`src/sv/lsg_pkg.sv`:
```
// ----------------------------------------------------------------------------
// lsg_pkg: shared types and constants of the LED strip gradient color block
// Q1.15 constants of the sRGB-like transfer, register indexes, defaults.
// ----------------------------------------------------------------------------
package lsg_pkg;

  localparam int Q15_W   = 16;
  localparam int ONE_Q15 = 32768;
  localparam int KNEE    = 102;
  localparam int OFFS    = 1802;
  localparam int HUE_W   = 9;
  localparam int IDX_W   = 7;
  localparam int COLOR_W = 24;

  localparam int DEF_LEDS_PER_SECTION = 16;
  localparam int DEF_SECTION_COUNT    = 7;
  localparam int DEF_GRADIENT_STEPS   = 112;

  localparam logic [1:0] REG_HUE_A      = 2'd0;
  localparam logic [1:0] REG_HUE_B      = 2'd1;
  localparam logic [1:0] REG_BRIGHTNESS = 2'd2;

  localparam logic [8:0] RST_HUE_A      = 9'd60;
  localparam logic [8:0] RST_HUE_B      = 9'd120;
  localparam logic [8:0] RST_BRIGHTNESS = 9'd256;

  // Encoded endpoint channels and the recompute status.
  typedef struct packed {
    logic                        busy;
    logic [2:0][Q15_W-1:0]       ea;
    logic [2:0][Q15_W-1:0]       eb;
  } endpt_t;

  // Picks one channel of an HSV color with saturation one.
  function automatic logic [Q15_W-1:0] chan_sel(input logic [2:0] sector,
                                                input logic [1:0] ch,
                                                input logic [Q15_W-1:0] v,
                                                input logic [Q15_W-1:0] x);
    logic [Q15_W-1:0] r, g, b;
    case (sector)
      3'd0: begin r = v; g = x; b = '0; end
      3'd1: begin r = x; g = v; b = '0; end
      3'd2: begin r = '0; g = v; b = x; end
      3'd3: begin r = '0; g = x; b = v; end
      3'd4: begin r = x; g = '0; b = v; end
      default: begin r = v; g = '0; b = x; end
    endcase
    case (ch)
      2'd0: chan_sel = r;
      2'd1: chan_sel = g;
      default: chan_sel = b;
    endcase
  endfunction

endpackage

```
`src/sv/lsg_front.sv`:
```
// ----------------------------------------------------------------------------
// lsg_front: input acceptance, step lookup and item queue
// Maps each LED index to its gradient step through a constant table and
// queues it for the datapath.
// ----------------------------------------------------------------------------
module lsg_front import lsg_pkg::*; #(
  parameter int LEDS_PER_SECTION = DEF_LEDS_PER_SECTION,
  parameter int SECTION_COUNT    = DEF_SECTION_COUNT,
  parameter int GRADIENT_STEPS   = DEF_GRADIENT_STEPS,
  parameter int KW               = $clog2(DEF_GRADIENT_STEPS)
) (
  input  logic             clk,
  input  logic             rst,
  input  logic             in_valid,
  output logic             in_stall,
  input  logic [IDX_W-1:0] led_index,
  input  logic             busy,
  input  logic             pop,
  output logic             head_valid,
  output logic             head_zero,
  output logic [KW-1:0]    head_k
);
  localparam int L   = LEDS_PER_SECTION;
  localparam int N   = GRADIENT_STEPS;
  localparam int DEN = L * (1 + SECTION_COUNT / 2);

  logic [KW-1:0] k_lut [2**IDX_W];
  logic          z_lut [2**IDX_W];

  for (genvar i = 0; i < 2**IDX_W; i++) begin : g_lut
    localparam int SEC  = i / L;
    localparam int P    = i % L;
    localparam int BASE = (SEC % 4 == 1) ? 0 : ((SEC % 4 == 2) ? 2 * L : L);
    localparam int POS  = (SEC / 4) * 2 * L + BASE + ((SEC % 2 == 1) ? 2 * P : -P);
    localparam int K0   = (2 * POS * (N - 1) + DEN) / (2 * DEN);
    localparam bit ZERO = (i >= L * SECTION_COUNT);
    localparam int K    = ZERO ? 0 : ((K0 > N - 1) ? N - 1 : K0);
    assign k_lut[i] = KW'(K);
    assign z_lut[i] = ZERO;
  end

  logic [KW-1:0] q_k [2];
  logic          q_z [2];
  logic          wptr, rptr;
  logic [1:0]    count;
  logic          push;

  assign in_stall   = busy || (count == 2'd2);
  assign push       = in_valid && !in_stall;
  assign head_valid = (count != 2'd0);
  assign head_k     = q_k[rptr];
  assign head_zero  = q_z[rptr];

  always_ff @(posedge clk) begin
    if (push) begin
      q_k[wptr] <= k_lut[led_index];
      q_z[wptr] <= z_lut[led_index];
    end
    if (rst) begin
      wptr  <= 1'b0;
      rptr  <= 1'b0;
      count <= '0;
    end else begin
      if (push) wptr <= !wptr;
      if (pop)  rptr <= !rptr;
      count <= count + 2'(push) - 2'(pop);
    end
  end
endmodule

```
`config.mk`:
```
export PLATFORM = sky130hd
export DESIGN_NAME = lsg_front
export DESIGN_NICKNAME = d
export VERILOG_FILES = /design/src/sv/lsg_pkg.sv /design/src/sv/lsg_front.sv
export SDC_FILE = /design/constraint.sdc
export NUM_CORES = 1
export LEC_CHECK = 0
export BUFFER_PORTS_ARGS = -buffer_cell sky130_fd_sc_hd__clkbuf_2
export CAP_MARGIN = 5
export CORE_MARGIN = 2
export CORE_UTILIZATION = 58
export DETAILED_ROUTE_END_ITERATION = 12
export HOLD_SLACK_MARGIN = 0.05
export PLACE_DENSITY = 0.86
export SLEW_MARGIN = 20
export SYNTH_ARGS = -nofsm -noshare
export SYNTH_HDL_FRONTEND = slang
export SYNTH_SLANG_ARGS = --single-unit
```
`constraint.sdc`:
```
create_clock -name clk -period 2.35 [get_ports clk]
set_input_delay 0.47 -clock clk [delete_from_list [all_inputs] [get_ports clk]]
set_output_delay 0.47 -clock clk [all_outputs]
set_load 0.05 [all_outputs]
```
# --- Yosys cells after proc, flatten, opt, wreduce, memory -nomap -nowiden ---
# Memory sizes are Yosys's and may differ from the RTL's. A register that Yosys moved wholly into a read port is not among the register bits.
# Index checks and enable logic that the tools add are counted.
totals:
  latchBits: 0
  in_bits: 12
  mem_count: 4
  romBits: 1024
  output_inout_bits: 10
  reg_bits: 4
  wordCells: 28
  ramBits: 16
op_classes:
  n_eq_ne: 1
  addsub: 2
  order_cmp: 1
  mul: 0
  shifts: 0
  bitwise: 1
  mux: 10
  reduce_logical: 6
  n_div: 0
memory_table:
  columns: ["name", "depth", "width", "read_ports", "rd_ports_with_merged_regs", "wr", "line_no", "text"]
  rows:
  - ["(name not given)", 128, 7, 1, 0, 0, "lsg_front.sv:56", "q_k[wptr] <= k_lut[led_index];"]
  - ["(name not given)", 128, 1, 1, 0, 0, "lsg_front.sv:57", "q_z[wptr] <= z_lut[led_index];"]
  - ["q_k", 2, 7, 1, 1, 1, "lsg_front.sv:42", "logic [KW-1:0] q_k [2];"]
  - ["q_z", 2, 1, 1, 1, 1, "lsg_front.sv:43", "logic q_z [2];"]
ops:
  columns: ["op", "count"]
  rows:
  - ["two-way mux 7 bit", 2]
  - [">= comparator 8 bit (second input constant)", 1]
  - ["two-way mux 1 bit", 8]
  - ["inverter 7 -> 8 bit", 1]
  - ["logical NOT 1 bit", 3]
  - ["adder 2 x 1 -> 2 bit", 1]
  - ["== test 2 bit (second input constant)", 1]
  - ["nonzero test 2 bit", 1]
  - ["subtractor 2 x 1 -> 2 bit", 1]
  - ["logical AND 1 bit", 1]
  - ["logical OR 1 bit", 1]

# --- Depth between registers and ports, before layout ---
logic_depth:
  ltp_word: 6
  ltp_mapped: 8
  mapped_depth_nobuf: 8

# --- Worst setup path after synthesis ---
# No wires, ideal clock.
synth_path:
  path_kind: "input to register"
  start: "in led_index[1]"
  end: "mem q_k[0][0] in the netlist's numbering (data pin)"
  path_slack_ps: 255
  path_buffers: 0
  t_arrival_ps: 1820
  required_time_ps: 2075
  cell_stages: 6
  setup_time_ps: 275
  path_cell_list: "inv_1 ha_1 and2b_1 a21oi_1 mux2i_1 mux4_2"
synth_between:
  elab_chain_cells: 4
synth_lines:
  columns: ["element", "line_no", "text"]
  rows:
  - ["start: declaration", "lsg_front.sv:16", "input logic [IDX_W-1:0] led_index,"]
  - ["inverter 7 -> 8 bit (implied by the code)", "lsg_front.sv:56", null]
  - ["memory read (128 x 7 bit)", null, null]
  - ["two-way mux 7 bit (implied by the code) (2 in a row)", "lsg_front.sv:56", null]
  - ["end: declaration", "lsg_front.sv:42", null]
# No other way between the ends. The select of a mux whose other input is x is not followed.

# --- Final worst setup path ---
layout_path:
  start: "in led_index[0]"
  end: "mem q_k[1][3] in the netlist's numbering (data pin)"
# Same word-level chain as after synthesis.

==> out/results.tsv <==
metric	value	unit
grt_pass1_vias	1403	
fmax	490	MHz
cp-end-kind	flip-flop	
leakage	0.834	nW
grt_max_degree	19	
r2r-end	count[1]$_SDFF_PP0_	
die-area	0.00357	mm²
row_count	20	
portBuffers	21	
synth_ff_type	edfxtp_1	
power_frac_seq	44.1	%
max_stage_delay	0.33	ns
synth_area_leaders	edfxtp_1 (27%), ha_1 (10%), dfxtp_1 (5.6%), mux2_2 (5.0%), a21oi_1 (3.9%)	
path_max_fanout	6	
grt_pass1_wl	6.48	mm
criticalPathCategory	primary input to flip-flop	
cts_buffers	3	
setup_ws	0.311	ns
avgRoutedWirePerCell	15.2	µm
holdCritPathClass	primary input to flip-flop	
grt_setup_unrepaired	false	
syn_avg_cell_area	9.24	µm²
antenna_found_initial	0	
maxCapViolations	0	
wirelength	3.85	mm
synth-edff-count	16	
p_comb_share	39.9	%
critPathTopFamily	compound AO/OA/AOI/OAI gates	
yosysSeqAreaShare	32.2	%
holdWs	0.387	ns
drt_first_pass_iters	5	
yosysWarnings	0	
required	2.38	ns
peakVddDrop	0.000200	V
drt_iter0_markers	109	
cts_resized	0	
synth_top_area_cell	edfxtp_1	
worst_setup_path_start_kind	primary input	
antennaDiodeCount	0	
routed-via-count	1623	
synth_seq_cells	21	
synthArstFlopShare	0	%
synth_top_area_share	26.7	%
hold_depth	2	
ys_types	57	
slew_headroom	67.7	%
setup_violations	0	
post-cts-setup-buffers	0	
hold_start	rst	
clk_pin_slew	0.11	ns
place_inst	249	
clock_power_share	16.0	%
cpMaxStageDelayCell	ha_1	
clock-sinks	21	
multiInputGateArea	0.00111	mm²
hpwl	2.99	mm
r2r_setup_slack	0.68	ns
ant_nets	0	
post-route-util	67.1	%
nFillCells	238	
r2r_start	count[1]$_SDFF_PP0_	
synth_fp_nets	222	
p_per_area	510	mW/mm²
switching_share	36.4	%
final_min_period_over_clock_period	86.8	%
outcome	completed	
hold_buffers	0	
seqCellArea	581	µm²
worstPathArrival	2.07	ns
power_switching	0.373	mW
tightest_slew	0.472	ns
internal-power	0.654	mW
grt_use_total	23.4	%
path_depth	7	
fp.dieW	59.7	µm
tns	0	ns
drive_above_1_share	24.1	%
start_util	60.0	%
drc_errors	0	
syn-cell-area	0.00180	mm²
gp_congestion	0.949	
cts-root-buf	clkbuf_4	
htree_num_levels	1	
critPathBufInv	2	
hold_violations	0	
pre_cts_ws	0.0395	ns
gr-total-overflow	0	
min_period	2.04	ns
io_pins	22	
insertion_delay	0.30	ns
routed_via_density	6.42	
syn2layout_area_growth	11.9	%
synth.most_common_cell	nor2_1	
syn_inst	195	
clock_skew	0.000418	ns
rr_worst_depth	8	
cts_max_path_buffers	2	
core_area	0.00300	mm²
whs_endpoint	count[1]$_SDFF_PP0_	
die_y	59.7	µm
cts_tree	built	
slew_viol_final	0	
nets	248	
synth_common_cells	nor2_1 (17), edfxtp_1 (16), ha_1 (15)	
timing.critical_path.cells	clkbuf_2, inv_1, ha_1, and2_1, o311a_1, o31ai_1, o311ai_1	
final_cells	253	
[power groups by stage]
stage / combinational [mW] / clock, mW / sequential [mW]
5_1_grt: 0.446 / 0.185 / 0.457
6_report: 0.410 / 0.164 / 0.453
3_5_place_dp: 0.406 / 0 / 0.462
2_1_floorplan: 0.316 / 0 / 0.455
3_3_place_gp: 0.402 / 0 / 0.460
4_1_cts: 0.408 / 0.165 / 0.454
[sequential cells by signal (all words and copies together), names as in the netlist, named ones only]
register  count
q_z           2
rptr          1
count         2
q_k          14
wptr          1
[worst max-delay path by stage]
stage	startpoint	to	slack (ns)
2_1_floorplan	led_index[1]	q_k[0][0]$_DFFE_PP_	0.26
3_3_place_gp	led_index[1]	q_k[1][3]$_DFFE_PP_	0.07
3_5_place_dp	led_index[0]	q_k[0][3]$_DFFE_PP_	0.04
4_1_cts	led_index[0]	q_k[1][3]$_DFFE_PP_	0.35
5_1_grt	led_index[0]	q_k[0][2]$_DFFE_PP_	0.21
6_report	led_index[0]	q_k[1][3]$_DFFE_PP_	0.31
[metal layers]
layer  vias to the layer above  share of wire [%]  GRT usage [%]
li1                        783                  -              -
met1                       742                 42           31.5
met2                        90                 49           39.3
met3                         8                7.5           2.38
met4                         0                1.7           7.62
met5                         -                  0              0
[cell usage in the layout (no fill, tap or decap), types with 2 or more instances in the layout]
master      n
inv_1      10
nand2b_1    4
a211oi_1    2
and2_1      2
o21ai_1     2
o2111ai_1   2
nor4b_1     2
nand3_1     3
nor2_1     17
o21ai_0    11
clkbuf_2   21
dfxtp_1     5
nor2b_1    10
a31oi_1     2
mux4_2      2
mux2i_1     4
o221ai_1    2
mux2_2      8
ha_1       15
buf_4      15
clkbuf_4    3
edfxtp_1   16
o311ai_1    4
a21oi_1    14
xnor2_1     4
nand2_1     6
o311a_1     4
[through the flow]
stage	area, µm²	total power [mW]
after detailed placement	1990	0.869
after CTS	2020	1.03
final	2020	1.03
after global placement	1990	0.863
after floorplan	1800	0.770
after global routing	2020	1.09
[layout make-up]
class                   count  area share (%)
clock buffers               3            1.12
clock inverters             1           0.248
inverters                  11            2.05
multi-input cells         148            54.9
flip-flops and latches     21            28.8
well taps                  33            2.05
repair buffers             36            10.8
[cells by family after synthesis]
family | after synthesis | share of synthesized area (%)
compound gates | 58 | 22.4
xor+xnor | 4 | 1.94
fa+ha+maj | 15 | 10.4
buf+inv | 26 | 6.32
flops | 21 | 32.2
mux | 14 | 9.72
simple gates | 57 | 17.0
No activity file was read; power rests on OpenSTA's default activity.
