--- src/sv/lsg_pkg.sv ---
// ----------------------------------------------------------------------------
// lsg_pkg: shared types and constants of the LED strip gradient color block
// Q1.15 constants of the sRGB-like transfer, register indexes, defaults.
// ----------------------------------------------------------------------------
package lsg_pkg;

  localparam int Q15_W   = 16;
  localparam int ONE_Q15 = 32768;
  localparam int KNEE    = 102;
  localparam int OFFS    = 1802;
  localparam int HUE_W   = 9;
  localparam int IDX_W   = 7;
  localparam int COLOR_W = 24;

  localparam int DEF_LEDS_PER_SECTION = 16;
  localparam int DEF_SECTION_COUNT    = 7;
  localparam int DEF_GRADIENT_STEPS   = 112;

  localparam logic [1:0] REG_HUE_A      = 2'd0;
  localparam logic [1:0] REG_HUE_B      = 2'd1;
  localparam logic [1:0] REG_BRIGHTNESS = 2'd2;

  localparam logic [8:0] RST_HUE_A      = 9'd60;
  localparam logic [8:0] RST_HUE_B      = 9'd120;
  localparam logic [8:0] RST_BRIGHTNESS = 9'd256;

  // Encoded endpoint channels and the recompute status.
  typedef struct packed {
    logic                        busy;
    logic [2:0][Q15_W-1:0]       ea;
    logic [2:0][Q15_W-1:0]       eb;
  } endpt_t;

  // Picks one channel of an HSV color with saturation one.
  function automatic logic [Q15_W-1:0] chan_sel(input logic [2:0] sector,
                                                input logic [1:0] ch,
                                                input logic [Q15_W-1:0] v,
                                                input logic [Q15_W-1:0] x);
    logic [Q15_W-1:0] r, g, b;
    case (sector)
      3'd0: begin r = v; g = x; b = '0; end
      3'd1: begin r = x; g = v; b = '0; end
      3'd2: begin r = '0; g = v; b = x; end
      3'd3: begin r = '0; g = x; b = v; end
      3'd4: begin r = x; g = '0; b = v; end
      default: begin r = v; g = '0; b = x; end
    endcase
    case (ch)
      2'd0: chan_sel = r;
      2'd1: chan_sel = g;
      default: chan_sel = b;
    endcase
  endfunction

endpackage

--- src/sv/lsg_cdiv.sv ---
// ----------------------------------------------------------------------------
// lsg_cdiv: pipelined division by a constant
// Reciprocal multiply, back-multiply, one correction step; three stages.
// ----------------------------------------------------------------------------
module lsg_cdiv import lsg_pkg::*; #(
  parameter int W = 24,
  parameter int D = 112
) (
  input  logic         clk,
  input  logic         en,
  input  logic [W-1:0] x,
  output logic [W-1:0] q
);
  localparam int S = W + 1;
  localparam longint unsigned R = (64'd1 << S) / longint'(D);
  localparam int RW = $clog2(R + 1);
  localparam int DW = $clog2(D + 1);

  logic [W+RW-1:0] prod;
  logic [W-1:0]    x1, x2, q0;
  logic [W+DW-1:0] qd;

  always_ff @(posedge clk) begin
    if (en) begin
      prod <= (W+RW)'(x) * (W+RW)'(R);
      x1   <= x;
      q0   <= W'(prod >> S);
      qd   <= (W+DW)'(W'(prod >> S)) * (W+DW)'(D);
      x2   <= x1;
      // The estimate is at most one below the true quotient.
      q    <= ((W+DW)'(x2) - qd >= (W+DW)'(D)) ? q0 + W'(1) : q0;
    end
  end
endmodule

--- src/sv/lsg_cfg.sv ---
// ----------------------------------------------------------------------------
// lsg_cfg: register file and endpoint color sequencer
// Holds the hue and brightness registers and, after reset or any write,
// computes the six encoded endpoint channels with a serial square root and
// pipelined reciprocal dividers by constants.
// ----------------------------------------------------------------------------
module lsg_cfg import lsg_pkg::*; (
  input  logic        clk,
  input  logic        rst,
  input  logic        psel,
  input  logic        penable,
  input  logic        pwrite,
  input  logic [3:0]  paddr,
  input  logic [31:0] pwdata,
  output logic [31:0] prdata,
  output endpt_t      ep
);
  localparam logic [2:0] ST_IDLE = 3'd0;
  localparam logic [2:0] ST_VMUL = 3'd1;
  localparam logic [2:0] ST_HUE  = 3'd2;
  localparam logic [2:0] ST_CHAN = 3'd3;
  localparam logic [2:0] ST_SQRT = 3'd4;
  localparam logic [2:0] ST_DIV  = 3'd5;

  localparam logic [1:0] MODE_X    = 2'd0;
  localparam logic [1:0] MODE_KNEE = 2'd1;
  localparam logic [1:0] MODE_ROOT = 2'd2;

  // Cycles from loading the dividend until the divider output is ready.
  localparam logic [4:0] DIV_WAIT = 5'd3;

  logic [8:0]  hue_a, hue_b, brightness;
  logic [2:0]  state, sector;
  logic [1:0]  mode, ch;
  logic        side;
  logic [15:0] v, x;
  logic [25:0] quo;
  logic [4:0]  cnt;
  logic [30:0] sq_n, sq_res, sq_bit;
  logic [2:0][15:0] ea, eb;

  logic        wr;
  logic [8:0]  hue_sel, h, b_cap;
  logic [2:0]  sector_c;
  logic [8:0]  r;
  logic [6:0]  t;
  logic [15:0] s_c, e_c;
  logic [25:0] q60, q1292, q1000;
  logic [25:0] q_fin;
  logic [30:0] sq_sum, sq_n_n, sq_res_n;
  logic [25:0] y;

  assign wr = psel && penable && pwrite;

  // One divider per constant; the sequencer picks the one for its mode.
  lsg_cdiv #(.W(26), .D(60))   u_div60   (.clk(clk), .en(1'b1), .x(quo), .q(q60));
  lsg_cdiv #(.W(26), .D(1292)) u_div1292 (.clk(clk), .en(1'b1), .x(quo), .q(q1292));
  lsg_cdiv #(.W(26), .D(1000)) u_div1000 (.clk(clk), .en(1'b1), .x(quo), .q(q1000));

  always_comb begin
    hue_sel = side ? hue_b : hue_a;
    h = (hue_sel >= 9'd360) ? hue_sel - 9'd360 : hue_sel;
    if (h >= 9'd300)      sector_c = 3'd5;
    else if (h >= 9'd240) sector_c = 3'd4;
    else if (h >= 9'd180) sector_c = 3'd3;
    else if (h >= 9'd120) sector_c = 3'd2;
    else if (h >= 9'd60)  sector_c = 3'd1;
    else                  sector_c = 3'd0;
    r = h - 9'(9'd60 * 9'(sector_c));
    t = sector_c[0] ? 7'(9'd60 - r) : 7'(r);
    b_cap = (brightness > 9'd256) ? 9'd256 : brightness;
    s_c = chan_sel(sector, ch, v, x);
    case (mode)
      MODE_KNEE: q_fin = q1292;
      MODE_ROOT: q_fin = q1000;
      default:   q_fin = q60;
    endcase
    sq_sum = sq_res + sq_bit;
    if (sq_n >= sq_sum) begin
      sq_n_n   = sq_n - sq_sum;
      sq_res_n = (sq_res >> 1) + sq_bit;
    end else begin
      sq_n_n   = sq_n;
      sq_res_n = sq_res >> 1;
    end
    y = (q_fin > 26'(OFFS)) ? q_fin - 26'(OFFS) : '0;
    if (mode == MODE_KNEE) e_c = q_fin[15:0];
    else e_c = (y > 26'(ONE_Q15)) ? 16'(ONE_Q15) : y[15:0];
  end

  always_ff @(posedge clk) begin
    if (rst) begin
      hue_a      <= RST_HUE_A;
      hue_b      <= RST_HUE_B;
      brightness <= RST_BRIGHTNESS;
      state      <= ST_VMUL;
    end else begin
      if (wr) begin
        case (paddr[3:2])
          REG_HUE_A:      hue_a <= pwdata[8:0];
          REG_HUE_B:      hue_b <= pwdata[8:0];
          REG_BRIGHTNESS: brightness <= pwdata[8:0];
          default: ;
        endcase
        state <= ST_VMUL;
      end else begin
        case (state)
          ST_VMUL: begin
            v     <= 16'((18'(b_cap) * 18'(b_cap)) >> 1);
            side  <= 1'b0;
            state <= ST_HUE;
          end
          ST_HUE: begin
            sector  <= sector_c;
            quo     <= 26'(v) * 26'(t);
            cnt     <= '0;
            mode    <= MODE_X;
            state   <= ST_DIV;
          end
          ST_CHAN: begin
            if (s_c <= 16'(KNEE)) begin
              quo     <= 26'(s_c) * 26'd100 + 26'd646;
              cnt     <= '0;
              mode    <= MODE_KNEE;
              state   <= ST_DIV;
            end else begin
              sq_n   <= {s_c, 15'd0};
              sq_res <= '0;
              sq_bit <= 31'd1 << 30;
              cnt    <= '0;
              state  <= ST_SQRT;
            end
          end
          ST_SQRT: begin
            sq_n   <= sq_n_n;
            sq_res <= sq_res_n;
            sq_bit <= sq_bit >> 2;
            cnt    <= cnt + 5'd1;
            if (cnt == 5'd15) begin
              quo     <= 26'(sq_res_n) * 26'd1055 + 26'd500;
              cnt     <= '0;
              mode    <= MODE_ROOT;
              state   <= ST_DIV;
            end
          end
          ST_DIV: begin
            cnt <= cnt + 5'd1;
            if (cnt == DIV_WAIT) begin
              if (mode == MODE_X) begin
                x     <= q_fin[15:0];
                ch    <= 2'd0;
                state <= ST_CHAN;
              end else begin
                if (side) eb[ch] <= e_c;
                else      ea[ch] <= e_c;
                if (ch == 2'd2) begin
                  if (side) state <= ST_IDLE;
                  else begin
                    side  <= 1'b1;
                    state <= ST_HUE;
                  end
                end else begin
                  ch    <= ch + 2'd1;
                  state <= ST_CHAN;
                end
              end
            end
          end
          default: state <= ST_IDLE;
        endcase
      end
    end
  end

  always_comb begin
    case (paddr[3:2])
      REG_HUE_A:      prdata = {23'd0, hue_a};
      REG_HUE_B:      prdata = {23'd0, hue_b};
      REG_BRIGHTNESS: prdata = {23'd0, brightness};
      default:        prdata = '0;
    endcase
  end

  assign ep.busy = (state != ST_IDLE);
  assign ep.ea   = ea;
  assign ep.eb   = eb;
endmodule

--- config.mk ---
export PLATFORM = sky130hd
export DESIGN_NAME = lsg_cfg
export DESIGN_NICKNAME = d
export VERILOG_FILES = /design/src/sv/lsg_pkg.sv /design/src/sv/lsg_cdiv.sv /design/src/sv/lsg_cfg.sv
export SDC_FILE = /design/constraint.sdc
export NUM_CORES = 2
export LEC_CHECK = 0
export CORE_MARGIN = 5
export CORE_UTILIZATION = 64
export DETAILED_ROUTE_END_ITERATION = 12
export DONT_BUFFER_PORTS = 1
export PLACE_DENSITY = 0.84
export SLEW_MARGIN = 0
export SYNTH_ARGS = -nofsm -noshare
export SYNTH_HDL_FRONTEND = slang
export SYNTH_HIERARCHICAL = 1
export SYNTH_SLANG_ARGS = --single-unit
--- constraint.sdc ---
create_clock -name clk -period 13.4 [get_ports clk]
set_clock_uncertainty 0.1 [all_clocks]
set_input_delay 0 -clock clk [delete_from_list [all_inputs] [get_ports clk]]
set_output_delay 0 -clock clk [all_outputs]
set_load 0.01 [all_outputs]
After elaboration in Yosys (flattened, before gate mapping):

Cells that the tools add are included.

* $lt $le $gt $ge: 16
* bitwise operators: 4
* $add $sub $neg: 17
* multiply operators: 11
* eq/ne operators: 25
* reductions and logical operators: 35
* muxes and demuxes: 53

Operators with widths (count)
* $pmux W31 S2: 3
* $mux W31: 5
* $pmux W16 S2: 4
* $bwmux W48: 2
* $mux W26: 3
* $pmux W26 S3: 1
* $mux W16: 4
* $mul A26 B21 Y47 const B: 1
* $mul A26 B18 Y44 const B: 1
* $pmux W22 S2: 1
* $mul A26 B17 Y43 const B: 1
* $ge A37 B11 Y1 const B: 1
* $sub A26 B37 Y37: 1
* $ge A36 B10 Y1 const B: 1
* $sub A26 B36 Y36: 1
* $demux W16 S2: 1
* $ge A32 B6 Y1 const B: 1
* $sub A26 B32 Y32: 1
* $add A30 B31 Y31: 1
* $add A31 B31 Y31: 1
* $ge A31 B31 Y1: 1
* $sub A31 B31 Y31: 1
* $mux W9: 3
* $pmux W9 S3: 1
* 60 further kinds: 120

* register bits after elaboration: 685
* word-level logic and storage cells: 199

Depth between registers and ports, before layout:

* depth after elaboration: 15
* gate-level depth with buffers: 43
* mapped depth without buffers: 40

Cells and area by module:

The synthesis kept the hierarchy.

Modules (own cells, without submodules)
* lsg_cfg: cells an instance 2917, instances 1, area each 27757.9 um2
* lsg_cdiv at u_div1292: cells an instance 1441, instances 1, area each 15227.1 um2
* lsg_cdiv at u_div1000: cells an instance 1262, instances 1, area each 13514.2 um2
* lsg_cdiv at u_div60: cells an instance 1238, instances 1, area each 13450.4 um2

Least setup slack after synthesis:

OpenSTA, ideal clock, no wires.

* kind: reg2reg
* from: register side
* to: register quo[21] (data pin)
* cell stages (with the launch flop): 41
* buffers on the path: 4
* setup slack: 3.402 ns
* setup time: 0.275 ns
* clock period less this slack: 9.998 ns
* data arrival time: 9.624 ns
* path through: edfxtp_1 > buf_4 > buf_2 > mux2i_1 > ha_1 > o211ai_1 > a311o_2 > o21a_1 > or2_1 > buf_2 > o221ai_4 > nand2_2 > inv_1 > fa_1 > ha_1 > inv_1 > ha_1 > a21boi_0 > [5 not listed] > a21boi_2 > fa_1 > inv_1 > fa_1 > inv_1 > fa_1 > inv_1 > fa_1 > inv_1 > ha_1 > a21o_1 > o311a_1 > o41ai_1 > o21ai_0 > o211ai_1 > o21ai_0 > xnor2_1 > o221ai_1

* longest elaborated chain between the ends: 15
* elaborated cells on any way between the ends: 20

Ends and longest elaborated chain
* start: declaration: line lsg_cfg.sv:35 `logic side;`
* start signal: assignment: line lsg_cfg.sv:110 `side <= 1'b0;`
* start signal: assignment: line lsg_cfg.sv:159 `side <= 1'b1;`
* $mux W9 *: line lsg_cfg.sv:61 `hue_sel = side ? hue_b : hue_a;`
* $sub A9 B9 Y9 / $ge A9 B9 Y1 (equally long branches): line lsg_cfg.sv:62 `h = (hue_sel >= 9'd360) ? hue_sel - 9'd360 : hue_sel;`
* $mux W9 *: line lsg_cfg.sv:62
* $ge A9 B6 Y1: line lsg_cfg.sv:67 `else if (h >= 9'd60) sector_c = 3'd1;`
* $mux W1: line lsg_cfg.sv:67
* $mux W2: line lsg_cfg.sv:66 `else if (h >= 9'd120) sector_c = 3'd2;`
* $mux W2: line lsg_cfg.sv:65 `else if (h >= 9'd180) sector_c = 3'd3;`
* $mux W3: line lsg_cfg.sv:64 `else if (h >= 9'd240) sector_c = 3'd4;`
* $mux W3 *: line lsg_cfg.sv:63 `if (h >= 9'd300) sector_c = 3'd5;`
* named net sector_c[0]: line lsg_cfg.sv:44 `logic [2:0] sector_c;`
* $mul A4 B3 Y5: line lsg_cfg.sv:69 `r = h - 9'(9'd60 * 9'(sector_c));`
* $sub A7 B7 Y7: line lsg_cfg.sv:69
* $sub A6 B7 Y7: line lsg_cfg.sv:70 `t = sector_c[0] ? 7'(9'd60 - r) : 7'(r);`
* $mux W7 *: line lsg_cfg.sv:70
* $mul A16 B7 Y23 *: line lsg_cfg.sv:115 `quo <= 26'(v) * 26'(t);`
* $pmux W26 S3 *: line lsg_cfg.sv:107 `case (state)`
* end signal: assignment: line lsg_cfg.sv:115
* end signal: assignment: line lsg_cfg.sv:122 `quo <= 26'(s_c) * 26'd100 + 26'd646;`
* end signal: assignment: line lsg_cfg.sv:140 `quo <= 26'(sq_res_n) * 26'd1055 + 26'd500;`
* end: declaration: line lsg_cfg.sv:37 `logic [25:0] quo;`

The timed path passes the listed nets; every way through them passes the cells marked *.
A chain may end at the register's enable or synchronous reset.

Final worst setup path:

Ends and elaborated chain as after synthesis.

==> flow_summary.yaml <==
clock_tree:
  cts_buffers: 72
  worstSkewPairLatency_ns: 0.64
  ctsHtreeMaxLevel: 3
  cts_num_sinks: 651
  cts_resized: 0
  cts-root-buf: "clkbuf_16"
  clk_pin_slew_ns: 0.06
  cts_tree: "built"
  clk_path_buf_depth: 3
global_route:
  grt_max_degree: 60
  overflow: 0
  grt_pass1_vias: 53200
  grt_pass1_wl_um: 276000
  track_usage_pct: 29.6
  antenna_found_initial: 6
floorplan:
  io_pins: 170
  design.core.area_mm2: 0.109
  die_x_um: 341
  row_count: 121
  dieArea_mm2: 0.116
  start_util_pct: 64.4
  die_y_um: 341
job:
  drv_cap: 0
sta:
  setup_tns_ns: 0
  setup_viol: 0
  worst_slew_pin_slew_ns: 1.26
  fmax_mhz: 84.0
  hold_viol_final: 0
  slew_headroom_pct: 15.3
  slew_violations: 0
  rsz0062_at_grt: "no"
  min_period_ns: 11.91
  fin_crit_sh_pct: 88.9
detailed_routing:
  viasPerCell: 5.92
  via_count: 51700
  final_antenna_net_count: 0
  wire_per_inst_um: 19.8
  drtIter0Drc: 4661
  route.detailed.drc: 0
  drt-total-wl_um: 173000
  dr.pass1.iters: 9
logic_synthesis:
  yosysTopAreaCell: "edfxtp_1"
  synth_top_family_by_area: "adder cells"
  avgSynthCellArea_um2: 10.2
  synth-edff-count: 621
  synth_compound_area_share_pct: 11.8
  synthAdderAreaFrac_pct: 36.9
  synthSimpleGateAreaFrac_pct: 9.72
  synth_mux_area_share_pct: 1.04
  syn_area_mm2: 0.0699
  ys_seq_elements: 651
  ys_types: 115
  synthFlopType: "edfxtp_1"
  ys.warnings.count: 6
  synth_xor_area_share_pct: 4.68
  synth_area_leaders: "edfxtp_1 27%, ha_1 20%, fa_1 17%, inv_1 7.0%, xnor2_1 2.6%"
  synthArstFlopShare_pct: 0
  synth_cells: 6858
  ys_seq_area_share_pct: 27.5
  synth_top_area_share_pct: 26.7
outcome:
  run_status: "finished, final reports clean"
finish:
  layout-drive-gt1-share_pct: 3.66
  syn_to_final_growth_pct: 8.24
  fillers: 7572
  finalNonFillerCells: 8739
  layout_common_cells: "1305 x inv_1, 1097 x ha_1, 621 x edfxtp_1"
  fin_nets: 9008
  finish.instance_area_mm2: 0.0757
  layout_commonest_cell: "inv_1"
worst_setup_path:
  worst_path_most_repeated_cell: "inv_1"
  worstPathMaxFanout: 16
  cpPeakStageDelay_ns: 0.94
  crit_arrival_ns: 12.18
  cp.required_ns: 13.67
  crit_path_start_kind: "flop"
  cp-end-kind: "flop"
  cp_slowest_cell: "xor2_1"
  worstSetupPathType: "reg2reg"
min_path:
  hold_path.class: "in2reg"
placement:
  placedCellCount: 8580
  portBuffers: 0
  dp_hpwl_um: 133000
  gp_congestion: 0.930
  dpl-instance-area_mm2: 0.0728
synth_stat cells, types with 36 or more instances:
cell type  instances
inv_1           1305
ha_1            1097
edfxtp_1         621
fa_1             604
nor2_1           368
nand2_1          336
a21oi_1          282
xnor2_1          211
o21ai_0          201
xor2_1           161
a21o_1           125
nand3_1          111
nor3_1           103
nor2b_1           75
and2_1            68
clkbuf_1          66
a211oi_1          64
a31oi_1           63
mux2i_1           63
o21a_1            56
buf_4             55
nand2b_1          52
a22oi_1           50
nand4_1           49
and3_1            43
o211ai_1          41
or3_1             36
per-stage QoR:
step	setup slack, ns	hold WS [ns]	util (%)
final	1.49	0.0198	69.6
after floorplan	3.40	0.0179	-
after global routing	0.809	0.0222	69.6
after global placement	2.02	-0.0256	67.0
after detailed placement	1.77	-0.0235	67.0
after CTS	1.78	0.00191	69.6
layout make-up:
cell class / count / area, um^2 / area share, %
multi-input combinational: 5156 / 46500 / 61.4
sequential: 651 / 19200 / 25.4
inverter: 1308 / 4910 / 6.48
clock buffer: 88 / 1950 / 2.57
tap: 1414 / 1770 / 2.34
clock inverter: 44 / 688 / 0.909
timing repair buffer: 77 / 643 / 0.849
antenna: 1 / 2.50 / 0.00331
sequential cells by signal (all words and copies together) (netlist names), 22 cells and up:
name          count
quo              26
u_div1292/x1     24
u_div1000/x2     23
u_div60/x2       24
u_div1000/qd     22
ep               96
u_div60/qd       24
sq_res           31
u_div1292/qd     24
u_div60/q        22
u_div1292/x2     24
sq_n             31
u_div60/x1       24
u_div1000/x1     23
final timing paths:
path	from	end	slack, ns	depth (start not counted)
worst min-delay path	pwdata[3]	hue_b[3]	0.02	2
worst min register to register	u_div60/x1[4]	u_div60/x2[4]	0.30	0
worst max-delay path	side	quo[21]	1.49	37
worst max register to register	side	quo[21]	1.49	37
cell families after synthesis:
| group | after synthesis |
|---|---|
| adders and majority gates | 1701 |
| buffers and inverters | 1477 |
| and+or+nand+nor | 1371 |
| AOI/OAI and AO/OA | 1209 |
| DFF | 651 |
| xor gates and xnor gates | 373 |
| muxes | 71 |
| other | 5 |
worst max-delay path, delay by kind of cell (launching register included):
| family | cells | cell delay [ns] |
|---|---|---|
| fa+ha+maj | 9 | 3.89 |
| simple gates | 2 | 0.29 |
| mux | 2 | 1.00 |
| flops | 1 | 0.70 |
| buf+inv | 8 | 1.09 |
| compound gates | 13 | 3.24 |
| xor+xnor | 3 | 1.31 |
timing repair:
| item | in CTS | in global routing |
|---|---|---|
| buffers inserted | 0 | 0 |
| hold buffers | 26 | 0 |
| hold endpoints to repair | 54 | 0 |
| setup endpoints to repair | 0 | 0 |
per-layer routing:
metal	global-route usage, %	vias up	wire [um]
met1	37.5	25000	67600
met3	5.76	561	14600
met2	49.7	2258	81300
li1	-	23900	-
met5	0	-	61
met4	13.2	6	9110
Power is left out: the tool's default activity adds up to more than one toggle a clock period on the data nets, which glitch-free logic cannot reach.
